`config.mk`:
```
export PLATFORM = sky130hd
export DESIGN_NAME = calendar_to_seconds
export DESIGN_NICKNAME = d
export VERILOG_FILES = /design/src/hw/rtl/cts_pkg.sv /design/src/hw/rtl/cts_day_count.sv /design/src/hw/rtl/calendar_to_seconds.sv
export SDC_FILE = /design/constraint.sdc
export NUM_CORES = 1
export LEC_CHECK = 0
export BUFFER_PORTS_ARGS = -buffer_cell sky130_fd_sc_hd__buf_2
export CAP_MARGIN = 20
export CORE_MARGIN = 2
export CORE_UTILIZATION = 30
export DETAILED_ROUTE_END_ITERATION = 10
export SYNTH_ARGS = -nofsm -noshare
export SYNTH_HDL_FRONTEND = slang
export SYNTH_SLANG_ARGS = --single-unit
export TNS_END_PERCENT = 20
```
`constraint.sdc`:
```
create_clock -name aclk -period 17.8 [get_ports aclk]
set_input_delay 2.67 -clock aclk [delete_from_list [all_inputs] [get_ports aclk]]
set_output_delay 2.67 -clock aclk [all_outputs]
set_load 0.02 [all_outputs]
```
`src/hw/rtl/cts_pkg.sv`:
```
// shared constants and month table for the calendar to seconds block
// no dependencies
package cts_pkg;

    localparam int YEAR_W  = 7;
    localparam int MONTH_W = 4;
    localparam int DAY_W   = 5;
    localparam int HOUR_W  = 5;
    localparam int MIN_W   = 6;
    localparam int SEC_W   = 6;
    localparam int COUNT_W = 32;
    localparam int CENT_W  = 8;
    // day index: at most 127*365 + 32 + 335 + 31, fits 16 bits
    localparam int DAYS_W  = 16;
    // time of day: at most 31*3600 + 63*60 + 63, fits 17 bits
    localparam int TOD_W   = 17;
    localparam int DBM_W   = 9;

    localparam logic [COUNT_W-1:0] SECS_PER_DAY     = 32'd86400;
    localparam logic [COUNT_W-1:0] SECS_PER_CENTURY = 32'd3155692521;
    localparam logic [TOD_W-1:0]   SECS_PER_HOUR    = 17'd3600;
    localparam logic [TOD_W-1:0]   SECS_PER_MINUTE  = 17'd60;
    localparam logic [DAYS_W-1:0]  DAYS_PER_YEAR    = 16'd365;
    localparam logic [YEAR_W-1:0]  LAST_YEAR        = 7'd99;
    localparam logic [MONTH_W-1:0] MARCH            = 4'd3;

    // days before the given month in a common year; zero adds nothing,
    // anything past december counts as december
    function automatic logic [DBM_W-1:0] days_before_month(input logic [MONTH_W-1:0] m);
        logic [DBM_W-1:0] d;
        unique case (m)
            4'd0:    d = 9'd0;
            4'd1:    d = 9'd0;
            4'd2:    d = 9'd31;
            4'd3:    d = 9'd59;
            4'd4:    d = 9'd90;
            4'd5:    d = 9'd120;
            4'd6:    d = 9'd151;
            4'd7:    d = 9'd181;
            4'd8:    d = 9'd212;
            4'd9:    d = 9'd243;
            4'd10:   d = 9'd273;
            4'd11:   d = 9'd304;
            default: d = 9'd334;
        endcase
        return d;
    endfunction

endpackage

```
`src/hw/rtl/cts_day_count.sv`:
```
// day index of a reading: whole years, leap days, earlier months and day of month
// depends on cts_pkg
module cts_day_count (
    input  logic [cts_pkg::YEAR_W-1:0]  year,
    input  logic [cts_pkg::MONTH_W-1:0] month,
    input  logic [cts_pkg::DAY_W-1:0]   day_of_month,
    output logic [cts_pkg::DAYS_W-1:0]  days
);
    import cts_pkg::*;

    logic [YEAR_W:0]     leap_sum;
    logic [DAYS_W-1:0]   year_days;
    logic [DAYS_W-1:0]   leap_days;
    logic                leap_extra;

    // leap years before this one: every year index divisible by 4
    assign leap_sum   = {1'b0, year} + (YEAR_W+1)'(3);
    assign leap_days  = DAYS_W'(leap_sum >> 2);
    assign year_days  = DAYS_W'(year) * DAYS_PER_YEAR;
    assign leap_extra = (year[1:0] == 2'b00) && (month >= MARCH);

    assign days = year_days + leap_days + DAYS_W'(days_before_month(month))
                + DAYS_W'(leap_extra) + DAYS_W'(day_of_month);

endmodule

```
`src/hw/rtl/calendar_to_seconds.sv`:
```
// calendar to seconds converter, top level
// depends on cts_pkg and cts_day_count
//
// usage:
//   s_ channel takes one calendar word (year, month, day of month, hours,
//   minutes, seconds); m_ channel returns one 32-bit seconds count per word,
//   in order, wrapping modulo 2^32
//   a change of year from 99 to 0 between consecutive words advances an
//   8-bit century counter, each century adding 3155692521 seconds
//   path: a word reaches m_valid through the input register, the product
//     register and the result register
//   throughput: one word per cycle, three-stage pipeline, while m_ready keeps up
//   stall: each stage takes a new word while the one ahead can move, so a
//     stalled m_ready fills the pipe to three words before s_ready drops
//   reset: synchronous active-low aresetn empties the pipe and clears the
//     previous year and the century counter
module calendar_to_seconds (
    input  logic                         aclk,
    input  logic                         aresetn,
    input  logic                         s_valid,
    output logic                         s_ready,
    input  logic [cts_pkg::YEAR_W-1:0]   s_year,
    input  logic [cts_pkg::MONTH_W-1:0]  s_month,
    input  logic [cts_pkg::DAY_W-1:0]    s_day_of_month,
    input  logic [cts_pkg::HOUR_W-1:0]   s_hours,
    input  logic [cts_pkg::MIN_W-1:0]    s_minutes,
    input  logic [cts_pkg::SEC_W-1:0]    s_seconds,
    output logic                         m_valid,
    input  logic                         m_ready,
    output logic [cts_pkg::COUNT_W-1:0]  m_seconds_count
);
    import cts_pkg::*;

    // century tracking state, updated in word order at the input
    logic [YEAR_W-1:0]  prev_year_reg, prev_year_next;
    logic [CENT_W-1:0]  century_reg, century_next;

    // stage 1: registered reading plus the century it belongs to
    logic               s1_valid_reg, s1_valid_next;
    logic [YEAR_W-1:0]  s1_year_reg;
    logic [MONTH_W-1:0] s1_month_reg;
    logic [DAY_W-1:0]   s1_day_reg;
    logic [HOUR_W-1:0]  s1_hours_reg;
    logic [MIN_W-1:0]   s1_minutes_reg;
    logic [SEC_W-1:0]   s1_seconds_reg;
    logic [CENT_W-1:0]  s1_century_reg;

    // stage 2: the three partial sums in seconds
    logic               s2_valid_reg, s2_valid_next;
    logic [COUNT_W-1:0] s2_cent_secs_reg, s2_cent_secs_next;
    logic [COUNT_W-1:0] s2_day_secs_reg, s2_day_secs_next;
    logic [TOD_W-1:0]   s2_tod_reg, s2_tod_next;

    // result register
    logic               out_valid_reg, out_valid_next;
    logic [COUNT_W-1:0] out_count_reg, out_count_next;

    logic               s_accept;
    logic               s1_ready, s2_ready, out_ready;
    logic               s1_move, s2_move;
    logic [DAYS_W-1:0]  days;

    // each stage frees up when it is empty or the stage ahead takes its word
    assign out_ready = !out_valid_reg || m_ready;
    assign s2_ready  = !s2_valid_reg || out_ready;
    assign s1_ready  = !s1_valid_reg || s2_ready;
    assign s_ready   = s1_ready;
    assign s_accept  = s_valid && s1_ready;
    assign s1_move   = s1_valid_reg && s2_ready;
    assign s2_move   = s2_valid_reg && out_ready;

    // century steps forward only on the exact 99 to 0 rollover
    always_comb begin
        prev_year_next = prev_year_reg;
        century_next   = century_reg;
        if (s_accept) begin
            prev_year_next = s_year;
            if (prev_year_reg == LAST_YEAR && s_year == '0) begin
                century_next = century_reg + CENT_W'(1);
            end
        end
    end

    cts_day_count u_day_count (
        .year         (s1_year_reg),
        .month        (s1_month_reg),
        .day_of_month (s1_day_reg),
        .days         (days)
    );

    // constant products; century and day products truncated to the 32-bit count, time of day kept in 17 bits
    assign s2_cent_secs_next = COUNT_W'(s1_century_reg) * SECS_PER_CENTURY;
    assign s2_day_secs_next  = COUNT_W'(days) * SECS_PER_DAY;
    assign s2_tod_next       = TOD_W'(s1_hours_reg) * SECS_PER_HOUR
                             + TOD_W'(s1_minutes_reg) * SECS_PER_MINUTE
                             + TOD_W'(s1_seconds_reg);

    assign out_count_next = s2_cent_secs_reg + s2_day_secs_reg + COUNT_W'(s2_tod_reg);

    // valid bits: a stage holds while stalled, loads from behind when free
    always_comb begin
        s1_valid_next  = s1_ready ? s_valid : s1_valid_reg;
        s2_valid_next  = s2_ready ? s1_valid_reg : s2_valid_reg;
        out_valid_next = out_ready ? s2_valid_reg : out_valid_reg;
    end

    always_ff @(posedge aclk) begin
        if (!aresetn) begin
            prev_year_reg <= '0;
            century_reg   <= '0;
            s1_valid_reg  <= 1'b0;
            s2_valid_reg  <= 1'b0;
            out_valid_reg <= 1'b0;
        end else begin
            prev_year_reg <= prev_year_next;
            century_reg   <= century_next;
            s1_valid_reg  <= s1_valid_next;
            s2_valid_reg  <= s2_valid_next;
            out_valid_reg <= out_valid_next;
        end
    end

    // payload registers, no reset needed
    always_ff @(posedge aclk) begin
        if (s_accept) begin
            s1_year_reg    <= s_year;
            s1_month_reg   <= s_month;
            s1_day_reg     <= s_day_of_month;
            s1_hours_reg   <= s_hours;
            s1_minutes_reg <= s_minutes;
            s1_seconds_reg <= s_seconds;
            s1_century_reg <= century_next;
        end
        if (s1_move) begin
            s2_cent_secs_reg <= s2_cent_secs_next;
            s2_day_secs_reg  <= s2_day_secs_next;
            s2_tod_reg       <= s2_tod_next;
        end
        if (s2_move) begin
            out_count_reg <= out_count_next;
        end
    end

    assign m_valid         = out_valid_reg;
    assign m_seconds_count = out_count_reg;

endmodule

```
# Yosys cells after proc, flatten, opt, wreduce, memory -nomap -nowiden

Memories as Yosys holds them, arrays and structs flattened. A register that Yosys moved wholly into a read port is not among the register bits.
Cells that the tools add are included.

Add/subtract/negate cells: 10
Multipliers: 5
Div/mod/pow operators: 0
Magnitude comparators: 1
Equality and inequality tests: 1
Shift operators: 0
Mux-type cells: 3
Bitwise gates (word level): 0
Reductions and logical operators: 13

Operators by type and width:

| operator                                            | number |
|---|---|
| adder 32 x 17 -> 32 bit                             | 1 |
| adder 32 bit                                        | 1 |
| multiplier 8 x 32 -> 32 bit, second input constant  | 1 |
| multiplier 16 x 10 -> 25 bit, second input constant | 1 |
| adder 17 x 12 -> 17 bit                             | 1 |
| adder 17 x 6 -> 17 bit                              | 1 |
| adder 16 x 1 -> 16 bit                              | 1 |
| adder 16 x 5 -> 16 bit                              | 1 |
| adder 16 x 6 -> 16 bit                              | 1 |
| adder 16 x 9 -> 16 bit                              | 1 |
| multiplier 7 x 9 -> 16 bit, second input constant   | 1 |
| 2-to-1 mux 8 bit                                    | 2 |
| multiplier 5 x 8 -> 13 bit, second input constant   | 1 |
| multiplier 6 x 4 -> 10 bit, second input constant   | 1 |
| adder 7 x 2 -> 8 bit, second input constant         | 1 |
| adder 8 x 1 -> 8 bit, second input constant         | 1 |
| == test 7 bit, second input constant                | 1 |
| logical NOT 7 bit                                   | 1 |
| logical AND 1 bit                                   | 5 |
| >= comparator 4 x 2 -> 1 bit, second input constant | 1 |
| 2-to-1 mux 4 bit                                    | 1 |
| logical NOT 1 bit                                   | 3 |
| logical OR 1 bit                                    | 3 |
| logical NOT 2 bit                                   | 1 |

Register bits: 165
Latch bits: 0
Memory bits (writable): 0
ROM bits: 144
Input bits: 37
Output and inout bits: 34
Word-level logic and storage cells: 50
Memories: 1

Memory list:

| name             | depth | bits a word | rd ports | clocked after memory_dff | write ports | line          | text |
|---|---|---|---|---|---|---|---|
| (name not given) | 16    | 9           | 1        | 1                        | 0           | cts_pkg.sv:31 | `unique case (m)` |

# Logic depth before layout (Yosys ltp)

Gate-level depths: netlist of run 1.

Word-level depth: 6
Depth in mapped cells: 37
Depth with buffers taken out: 37

# Modules after synthesis

A second synthesis of run 1 with hierarchy kept.

Cell total of the unflattened synthesis: 1518
Area total of the unflattened synthesis: 16422.0 µm²

Modules (own cells, without submodules):

| module              | times used | cells each | area each (µm²) | sequential area each (µm²) |
|---|---|---|---|---|
| calendar_to_seconds | 1          | 1243       | 13969.6         | 4774.6 |
| cts_day_count       | 1          | 275        | 2452.4          | 0.0 |

# Worst setup path after synthesis of run 1

Ideal clock, no wire load.

Path kind: input to register
From: in m_ready
To: reg s2_cent_secs_reg[0] (enable)
Setup time: 0.619 ns
Arrival: 8.133 ns
Data required time: 17.181 ns
Path slack: 9.048 ns
Stages on the path: 2
Path buffers: 0
Cells stage by stage: nor2b_1 -> a21boi_0

Longest elaborated chain between the ends: 3

Ends and longest elaborated chain:

| element                | line                       | text |
|---|---|---|
| start: declaration     | calendar_to_seconds.sv:29  | `input logic m_ready,` |
| logical OR 1 bit       | calendar_to_seconds.sv:64  | `assign out_ready = !out_valid_reg \|\| m_ready;` |
| logical OR 1 bit       | calendar_to_seconds.sv:65  | `assign s2_ready = !s2_valid_reg \|\| out_ready;` |
| logical AND 1 bit      | calendar_to_seconds.sv:69  | `assign s1_move = s1_valid_reg && s2_ready;` |
| named net s1_move      | calendar_to_seconds.sv:60  | `logic s1_move, s2_move;` |
| end signal: assignment | calendar_to_seconds.sv:135 | `s2_cent_secs_reg <= s2_cent_secs_next;` |
| end: declaration       | calendar_to_seconds.sv:50  | `logic [COUNT_W-1:0] s2_cent_secs_reg, s2_cent_secs_next;` |

The timed path passes the listed nets, and every way through them passes these cells.
A chain may end at the register's enable or synchronous reset.

# Worst setup path in the final report of run 1

From: reg s1_year_reg[1]
To: reg s2_day_secs_reg[31] (data pin)

Longest elaborated chain between the ends: 6
Elaborated cells between the ends (all ways): 9
Classes of those cells: 5 x add/sub; 2 x mul; 2 x reduce/logical

Ends and longest elaborated chain:

| element                                                                   | line                                     | text |
|---|---|---|
| start: declaration                                                        | calendar_to_seconds.sv:40                | `logic [YEAR_W-1:0] s1_year_reg;` |
| start signal: assignment                                                  | calendar_to_seconds.sv:126               | `s1_year_reg <= s_year;` |
| multiplier 7 x 9 -> 16 bit / adder 7 x 2 -> 8 bit (equally long branches) | cts_day_count.sv:19, cts_day_count.sv:17 |  |
| adder 16 x 6 -> 16 bit                                                    | cts_day_count.sv:22                      | `assign days = year_days + leap_days + DAYS_W'(days_before_month(month))` |
| adder 16 x 9 -> 16 bit                                                    | cts_day_count.sv:22                      |  |
| adder 16 x 1 -> 16 bit (*)                                                | cts_day_count.sv:23                      | `+ DAYS_W'(leap_extra) + DAYS_W'(day_of_month);` |
| adder 16 x 5 -> 16 bit (*)                                                | cts_day_count.sv:23                      |  |
| multiplier 16 x 10 -> 25 bit (*)                                          | calendar_to_seconds.sv:93                | `assign s2_day_secs_next = COUNT_W'(days) * SECS_PER_DAY;` |
| named net s2_day_secs_next[31]                                            | calendar_to_seconds.sv:51                | `logic [COUNT_W-1:0] s2_day_secs_reg, s2_day_secs_next;` |
| end signal: assignment                                                    | calendar_to_seconds.sv:136               | `s2_day_secs_reg <= s2_day_secs_next;` |
| end: declaration                                                          | calendar_to_seconds.sv:51                |  |

The timed path passes the listed nets; every way through them passes the cells marked *.

==> results of run 1 <==
[final timing paths]
kind                          startpoint  cells past startpoint                            end
min reg2reg  s1_seconds_reg[0]$_DFFE_PP_                      0        s2_tod_reg[0]$_DFFE_PP_
max             s1_year_reg[1]$_DFFE_PP_                     34  s2_day_secs_reg[31]$_DFFE_PP_
max reg2reg     s1_year_reg[1]$_DFFE_PP_                     34  s2_day_secs_reg[31]$_DFFE_PP_
min          s1_seconds_reg[0]$_DFFE_PP_                      0        s2_tod_reg[0]$_DFFE_PP_
[logic make-up (layout without fill, tap and decap cells)]
| group | after synthesis | count (layout) | share of synthesized area, % |
|---|---|---|---|
| adders and majority gates | 444 | 444 | 38.76 |
| AOI/OAI and AO/OA | 270 | 270 | 11.44 |
| and+or+nand+nor | 254 | 254 | 7.708 |
| buffers and inverters | 243 | 338 | 5.537 |
| DFF | 174 | 174 | 29.75 |
| xor gates and xnor gates | 121 | 121 | 6.363 |
| muxes | 7 | 7 | 0.4357 |
[cell usage after synthesis (9+ instances only)]
cell | instances | area [um2]
o21ai_0 | 28 | 140.1
a21boi_0 | 11 | 82.58
a21oi_1 | 86 | 430.4
nand2b_1 | 15 | 93.84
nor3_1 | 22 | 110.1
a211oi_1 | 9 | 67.56
and2_1 | 17 | 106.4
xnor2_1 | 90 | 788.3
edfxtp_1 | 147 | 4414
and3_1 | 13 | 81.33
ha_1 | 324 | 4054
xor2_1 | 31 | 271.5
nand3_1 | 23 | 115.1
fa_1 | 120 | 2402
o21bai_1 | 21 | 157.7
nor2_1 | 49 | 183.9
a21o_1 | 31 | 232.7
inv_1 | 233 | 874.6
o21a_1 | 14 | 105.1
nand2_1 | 62 | 232.7
dfxtp_1 | 27 | 540.5
nor2b_1 | 14 | 87.58
[cell type report]
| type | instances | area (um2) |
|---|---|---|
| flip-flops and latches | 174 | 4955 |
| inverters | 234 | 878.3 |
| well taps | 748 | 935.9 |
| clock inverters | 15 | 182.7 |
| fillers | 5503 | 36430 |
| repair buffers | 72 | 377.9 |
| clock buffers | 17 | 425.4 |
| multi-input cells | 1096 | 10800 |
[through the flow]
| step | std cells | setup slack, ns | hold WS (ns) | cell area [um2] | utilization [%] |
|---|---|---|---|---|---|
| 2_1_floorplan | 1513 | 9.048 | 0.4003 | 16650 | - |
| 3_3_place_gp | 2323 | 8.801 | 0.4216 | 17920 | 32.60 |
| 3_5_place_dp | 2323 | 8.642 | 0.4207 | 17920 | 32.60 |
| 4_1_cts | 2355 | 8.625 | 0.4438 | 18530 | 33.70 |
| 5_1_grt | 2356 | 8.075 | 0.4469 | 18550 | 33.74 |
| 6_report | 2356 | 8.655 | 0.4304 | 18550 | 33.74 |
[placed cells by master (no fill, tap or decap), types with 23 or more instances in the layout]
cell and n:
xor2_1 31, edfxtp_1 147, ha_1 324, fa_1 120, dfxtp_1 27, inv_1 233
nor2_1 49, xnor2_1 90, o21ai_0 28, nand3_1 23, buf_2 70, a21oi_1 86
nand2_1 62, a21o_1 31
[worst max-delay path, delay by kind of cell (launching register included)]
| kind | cells | cell delay (ns) |
|---|---|---|
| XOR/XNOR | 3 | 0.66 |
| buffers and inverters | 7 | 0.47 |
| adder cells (fa/ha/maj) | 13 | 5.14 |
| AO/OA/AOI/OAI | 8 | 1.68 |
| AND/OR/NAND/NOR | 3 | 0.47 |
| flip-flops | 1 | 0.48 |
[per-layer routing]
metal	vias to the layer above	part of all wire, %	global-route usage [%]
met2	117	49	20.55
met4	0	2.2	4.223
li1	5451	-	-
met3	43	2.6	2.593
met1	5243	47	15.05
met5	-	0	0
==> results.py, run 1 <==
metrics = {
    "outcome": {
        "status": "completed",
    },
    "worst_setup_path": {
        "crit_path_end_kind": "flip-flop",
        "arrival_ns": 9.38,
        "worstPathMaxFanout": 6,
        "critPathMaxStageDelay_ns": 0.51,
        "cp_slowest_cell": "fa_1",
        "critPathLaunchType": "flip-flop",
        "crit_type": "flip-flop to flip-flop",
        "rrSetupSlack_ns": 8.66,
        "worstPathRequired_ns": 18.04,
    },
    "yosys": {
        "synth.distinct_cells": 77,
        "syn_avg_cell_area_um2": 11.01,
        "yosys_warnings": 0,
        "synth_nets": 1994,
        "ys_seq_area_share_pct": 29.75,
        "ys_ff_latch": 174,
        "synth.cell_area_um2": 16650,
        "synth_flop_cell": "edfxtp_1",
        "synth_edf_count": 147,
        "synthArstFlopShare_pct": 0,
        "syn_inst": 1513,
    },
    "clocking": {
        "cts_tree": "built",
        "cts_max_path_buffers": 2,
        "cts_hold_buf": 0,
        "postCtsSetupBuffers": 0,
        "numCtsBuffers": 17,
        "cts_root_buf": "clkbuf_16",
        "htree_levels": 4,
        "cts_resized": 0,
        "worstSkewPairLatency_ns": 0.48,
        "clk_pin_slew_ns": 0.08,
        "cts.sinks": 174,
    },
    "finish": {
        "areaGrowthSynthToFinish_pct": 11.39,
        "nets": 2076,
        "drive_gt1_share_pct": 8.271,
        "antenna_cells": 0,
    },
    "die": {
        "dieArea_um2": 57420,
        "die_h_um": 239.6,
        "core_um2": 54990,
        "fp.dieW_um": 239.6,
        "rows": 86,
        "boundaryPins": 71,
        "floorplan.initialDensity_pct": 30.29,
    },
    "sta": {
        "setup_viol": 0,
        "finalHoldViolCount": 0,
        "finalMaxSlewViolations": 0,
        "max_freq_mhz": 109.4,
        "finClkSkew_ns": 0.01981,
        "tightest_slew_ns": 1.051,
        "rsz0062_at_grt": "false",
        "min_period_ns": 9.145,
        "totalNegativeSetupSlack_ns": 0,
        "finalCritPeriodShare_pct": 51.37,
        "slew_headroom_pct": 29.80,
    },
    "job": {
        "drv_cap": 0,
    },
    "global_route": {
        "grt_pass1_wl_um": 54480,
        "grt_antenna_before_repair": 0,
        "grt-ovfl-total": 0,
        "grt_pass1_vias": 11120,
        "grt_max_degree": 75,
        "gr-usage-all-layers_pct": 12.07,
    },
    "placed_design": {
        "io_buffers": 70,
        "place.gp.congestion": 0.8501,
        "dp_hpwl_um": 27480,
    },
    "drt": {
        "routed_wl_um": 33070,
        "drtIter0Drc": 465,
        "dr.pass1.iters": 5,
        "avgRoutedWirePerCell_um": 14.04,
        "drc": 0,
        "vias": 10850,
        "vias_per_cell": 4.607,
        "antenna_left": 0,
    },
    "hold_path": {
        "hold_path_class": "flip-flop to flip-flop",
    },
}
Power of run 1 is left out: the tool's default activity adds up to more than one toggle a clock period on the data nets, which glitch-free logic cannot reach.
==> run 2, diff against run 1 <==
--- a/config.mk
+++ b/config.mk
@@ -5,6 +5,7 @@
 export SDC_FILE = /design/constraint.sdc
 export NUM_CORES = 1
 export LEC_CHECK = 0
+export ABC_AREA = 1
 export BUFFER_PORTS_ARGS = -buffer_cell sky130_fd_sc_hd__buf_2
 export CAP_MARGIN = 20
 export CORE_MARGIN = 2
==> constraint.sdc (replaced) <==
create_clock -name aclk -period 8.95 [get_ports aclk]
set_input_delay 1.3425 -clock aclk [delete_from_list [all_inputs] [get_ports aclk]]
set_output_delay 1.3425 -clock aclk [all_outputs]
set_load 0.02 [all_outputs]
==> run 2 against run 1 <==
- via count increased by 25%
- synthesized cell count rose by 34%
- first-iteration DRC count increased by 40%
- largest cell class unchanged
- die area is 8.2% higher
- clock skew decreased by 0.0060 ns
- utilization up 0.077 points
- hold slack about the same
- maximum frequency is 9.3% higher
- synthesized area grew 8.4%
- critical path depth stayed put
- global-route usage is 1.8 points higher
==> results.py, run 2 <==
metrics = {
    "sta": {
        "finalCritPeriodShare_pct": 93.47,
        "max_freq_mhz": 119.5,
        "totalNegativeSetupSlack_ns": 0,
        "min_period_ns": 8.366,
        "finClkSkew_ns": 0.01378,
        "tightest_slew_ns": 0.9111,
        "slew_headroom_pct": 39.26,
        "setup_viol": 0,
        "rsz0062_at_grt": "false",
        "finalHoldViolCount": 0,
        "finalMaxSlewViolations": 0,
    },
    "worst_setup_path": {
        "critPathMaxStageDelay_ns": 0.50,
        "arrival_ns": 8.60,
        "cp_slowest_cell": "fa_1",
        "worstPathRequired_ns": 9.18,
        "crit_type": "flip-flop to flip-flop",
        "critPathLaunchType": "flip-flop",
        "worstPathMaxFanout": 5,
        "crit_path_end_kind": "flip-flop",
    },
    "finish": {
        "antenna_cells": 0,
        "drive_gt1_share_pct": 7.146,
        "areaGrowthSynthToFinish_pct": 11.00,
        "fill_cells": 6117,
        "layout_common_cells": "nand2_1 (381), inv_1 (359), ha_1 (324)",
        "nets": 2595,
        "final_common_cell": "nand2_1",
    },
    "placed_design": {
        "io_buffers": 70,
        "place.gp.congestion": 0.9127,
        "dp_hpwl_um": 36270,
    },
    "clocking": {
        "clk_pin_slew_ns": 0.08,
        "cts_root_buf": "clkbuf_16",
        "numCtsBuffers": 17,
        "htree_levels": 4,
        "cts_hold_buf": 0,
        "cts.sinks": 174,
        "worstSkewPairLatency_ns": 0.48,
        "cts_max_path_buffers": 2,
        "cts_tree": "built",
    },
    "yosys": {
        "synth_nets": 2503,
        "ys_ff_latch": 174,
        "synth_largest_area_cell": "edfxtp_1",
        "synth-compound-area-share_pct": 7.155,
        "syn_avg_cell_area_um2": 8.925,
        "synth.distinct_cells": 52,
        "syn_inst": 2022,
        "synth.cell_area_um2": 18050,
        "yosys_warnings": 0,
        "yosysMostFrequentCell": "nand2_1",
        "yosys-top-cells-count": "nand2_1 (382), inv_1 (360), ha_1 (324)",
        "synth_flop_cell": "edfxtp_1",
        "synth_xor_area_share_pct": 4.791,
        "ys_seq_area_share_pct": 27.45,
        "synthAdderAreaFrac_pct": 35.77,
        "synth_top_family_by_area": "adder cells",
        "synthArstFlopShare_pct": 0,
        "synth_top_cell_area_share_pct": 24.46,
        "synth_edf_count": 147,
        "ys_top_cells_by_area": "edfxtp_1 (24%), ha_1 (22%), fa_1 (13%)",
        "synth_mux_area_share_pct": 0,
        "synthSimpleGateAreaFrac_pct": 17.05,
    },
    "drt": {
        "antenna_left": 0,
        "avgRoutedWirePerCell_um": 14.59,
        "vias": 13560,
        "drc": 0,
        "routed_wl_um": 42320,
        "dr.pass1.iters": 5,
        "drtIter0Drc": 653,
        "vias_per_cell": 4.675,
    },
    "die": {
        "dieArea_um2": 62140,
        "core_um2": 59240,
        "die_h_um": 249.3,
        "fp.dieW_um": 249.3,
        "rows": 89,
        "boundaryPins": 71,
        "floorplan.initialDensity_pct": 30.46,
    },
    "outcome": {
        "status": "completed",
    },
    "global_route": {
        "gr-usage-all-layers_pct": 13.89,
        "grt_pass1_vias": 13660,
        "grt_antenna_before_repair": 0,
        "grt_pass1_wl_um": 69290,
        "grt-ovfl-total": 0,
        "grt_max_degree": 75,
    },
    "job": {
        "drv_cap": 0,
    },
    "hold_path": {
        "hold_path_class": "flip-flop to flip-flop",
    },
}
-- run 2: cell types whose count changed in the layout (fill, tap and decap cells not counted), sizes merged, moves of 34 or more --
cell | previous run | this run
inv | 239 | 370
xnor2 | 90 | 26
a21oi | 90 | 124
xor2 | 31 | 71
o21ai | 32 | 75
nor2 | 50 | 134
nand3 | 23 | 103
nand2 | 62 | 396
-- run 2: per-layer routing --
layer  up-vias  track usage, %  part of all wire, %
met4         0           4.871                  2.4
li1       6859               -                    -
met3        55           2.163                  3.3
met2       229           23.66                   47
met1      6414           17.83                   47
met5         -               0                    0
-- run 2: path summary, 6_finish.rpt --
| check | depth (start not counted) | start | to | slack [ns] |
|---|---|---|---|---|
| worst min-delay path | 0 | s1_seconds_reg[1]$_DFFE_PP_ | s2_tod_reg[1]$_DFFE_PP_ | 0.43 |
| worst min register to register | 0 | s1_seconds_reg[1]$_DFFE_PP_ | s2_tod_reg[1]$_DFFE_PP_ | 0.43 |
| worst max register to register | 34 | s1_year_reg[1]$_DFFE_PP_ | s2_day_secs_reg[27]$_DFFE_PP_ | 0.58 |
| worst max-delay path | 34 | s1_year_reg[1]$_DFFE_PP_ | s2_day_secs_reg[27]$_DFFE_PP_ | 0.58 |
-- run 2: final cells by class --
| class | instances | area (um2) | share of cell area (%) |
|---|---|---|---|
| repair buffers | 76 | 395.4 | 1.974 |
| multi-input cells | 1480 | 11710 | 58.45 |
| clock inverters | 15 | 210.2 | 1.049 |
| well taps | 773 | 967.2 | 4.828 |
| flip-flops and latches | 174 | 4955 | 24.73 |
| inverters | 365 | 1370 | 6.839 |
| clock buffers | 17 | 425.4 | 2.124 |
-- run 2: metrics by stage --
step	hold WS [ns]	instances	area [um2]	util [%]	setup WS (ns)
detailed placement	0.4182	2866	19370	32.70	0.4115
finish	0.4303	2900	20030	33.82	0.5843
CTS	0.4376	2898	20010	33.77	0.3743
global route	0.4433	2900	20030	33.82	0.03552
floorplan	0.4003	2022	18050	-	1.066
global placement	0.4035	2866	19370	32.70	0.6009
-- run 2: critical path: cells and delay by family (launching register included) --
family	cells	cell delay, ns
flops	1	0.46
compound gates	4	0.85
fa+ha+maj	13	5.20
buf+inv	7	0.40
simple gates	9	0.93
xor+xnor	1	0.23
-- run 2: kinds of logic (layout without fill, tap and decap cells) --
group	count (synthesis)	after routing
adder cells (fa/ha/maj)	444	444
AND/OR/NAND/NOR	704	704
buffers and inverters	368	473
flip-flops	174	174
XOR/XNOR	97	97
AO/OA/AOI/OAI	235	235
-- run 2: what timing repair did --
item,in CTS,in global routing
hold endpoints to repair,0,0
gates resized for setup,0,2
buffers inserted,0,2
setup endpoints to repair,0,7
Power of run 2 is left out for the same reason.
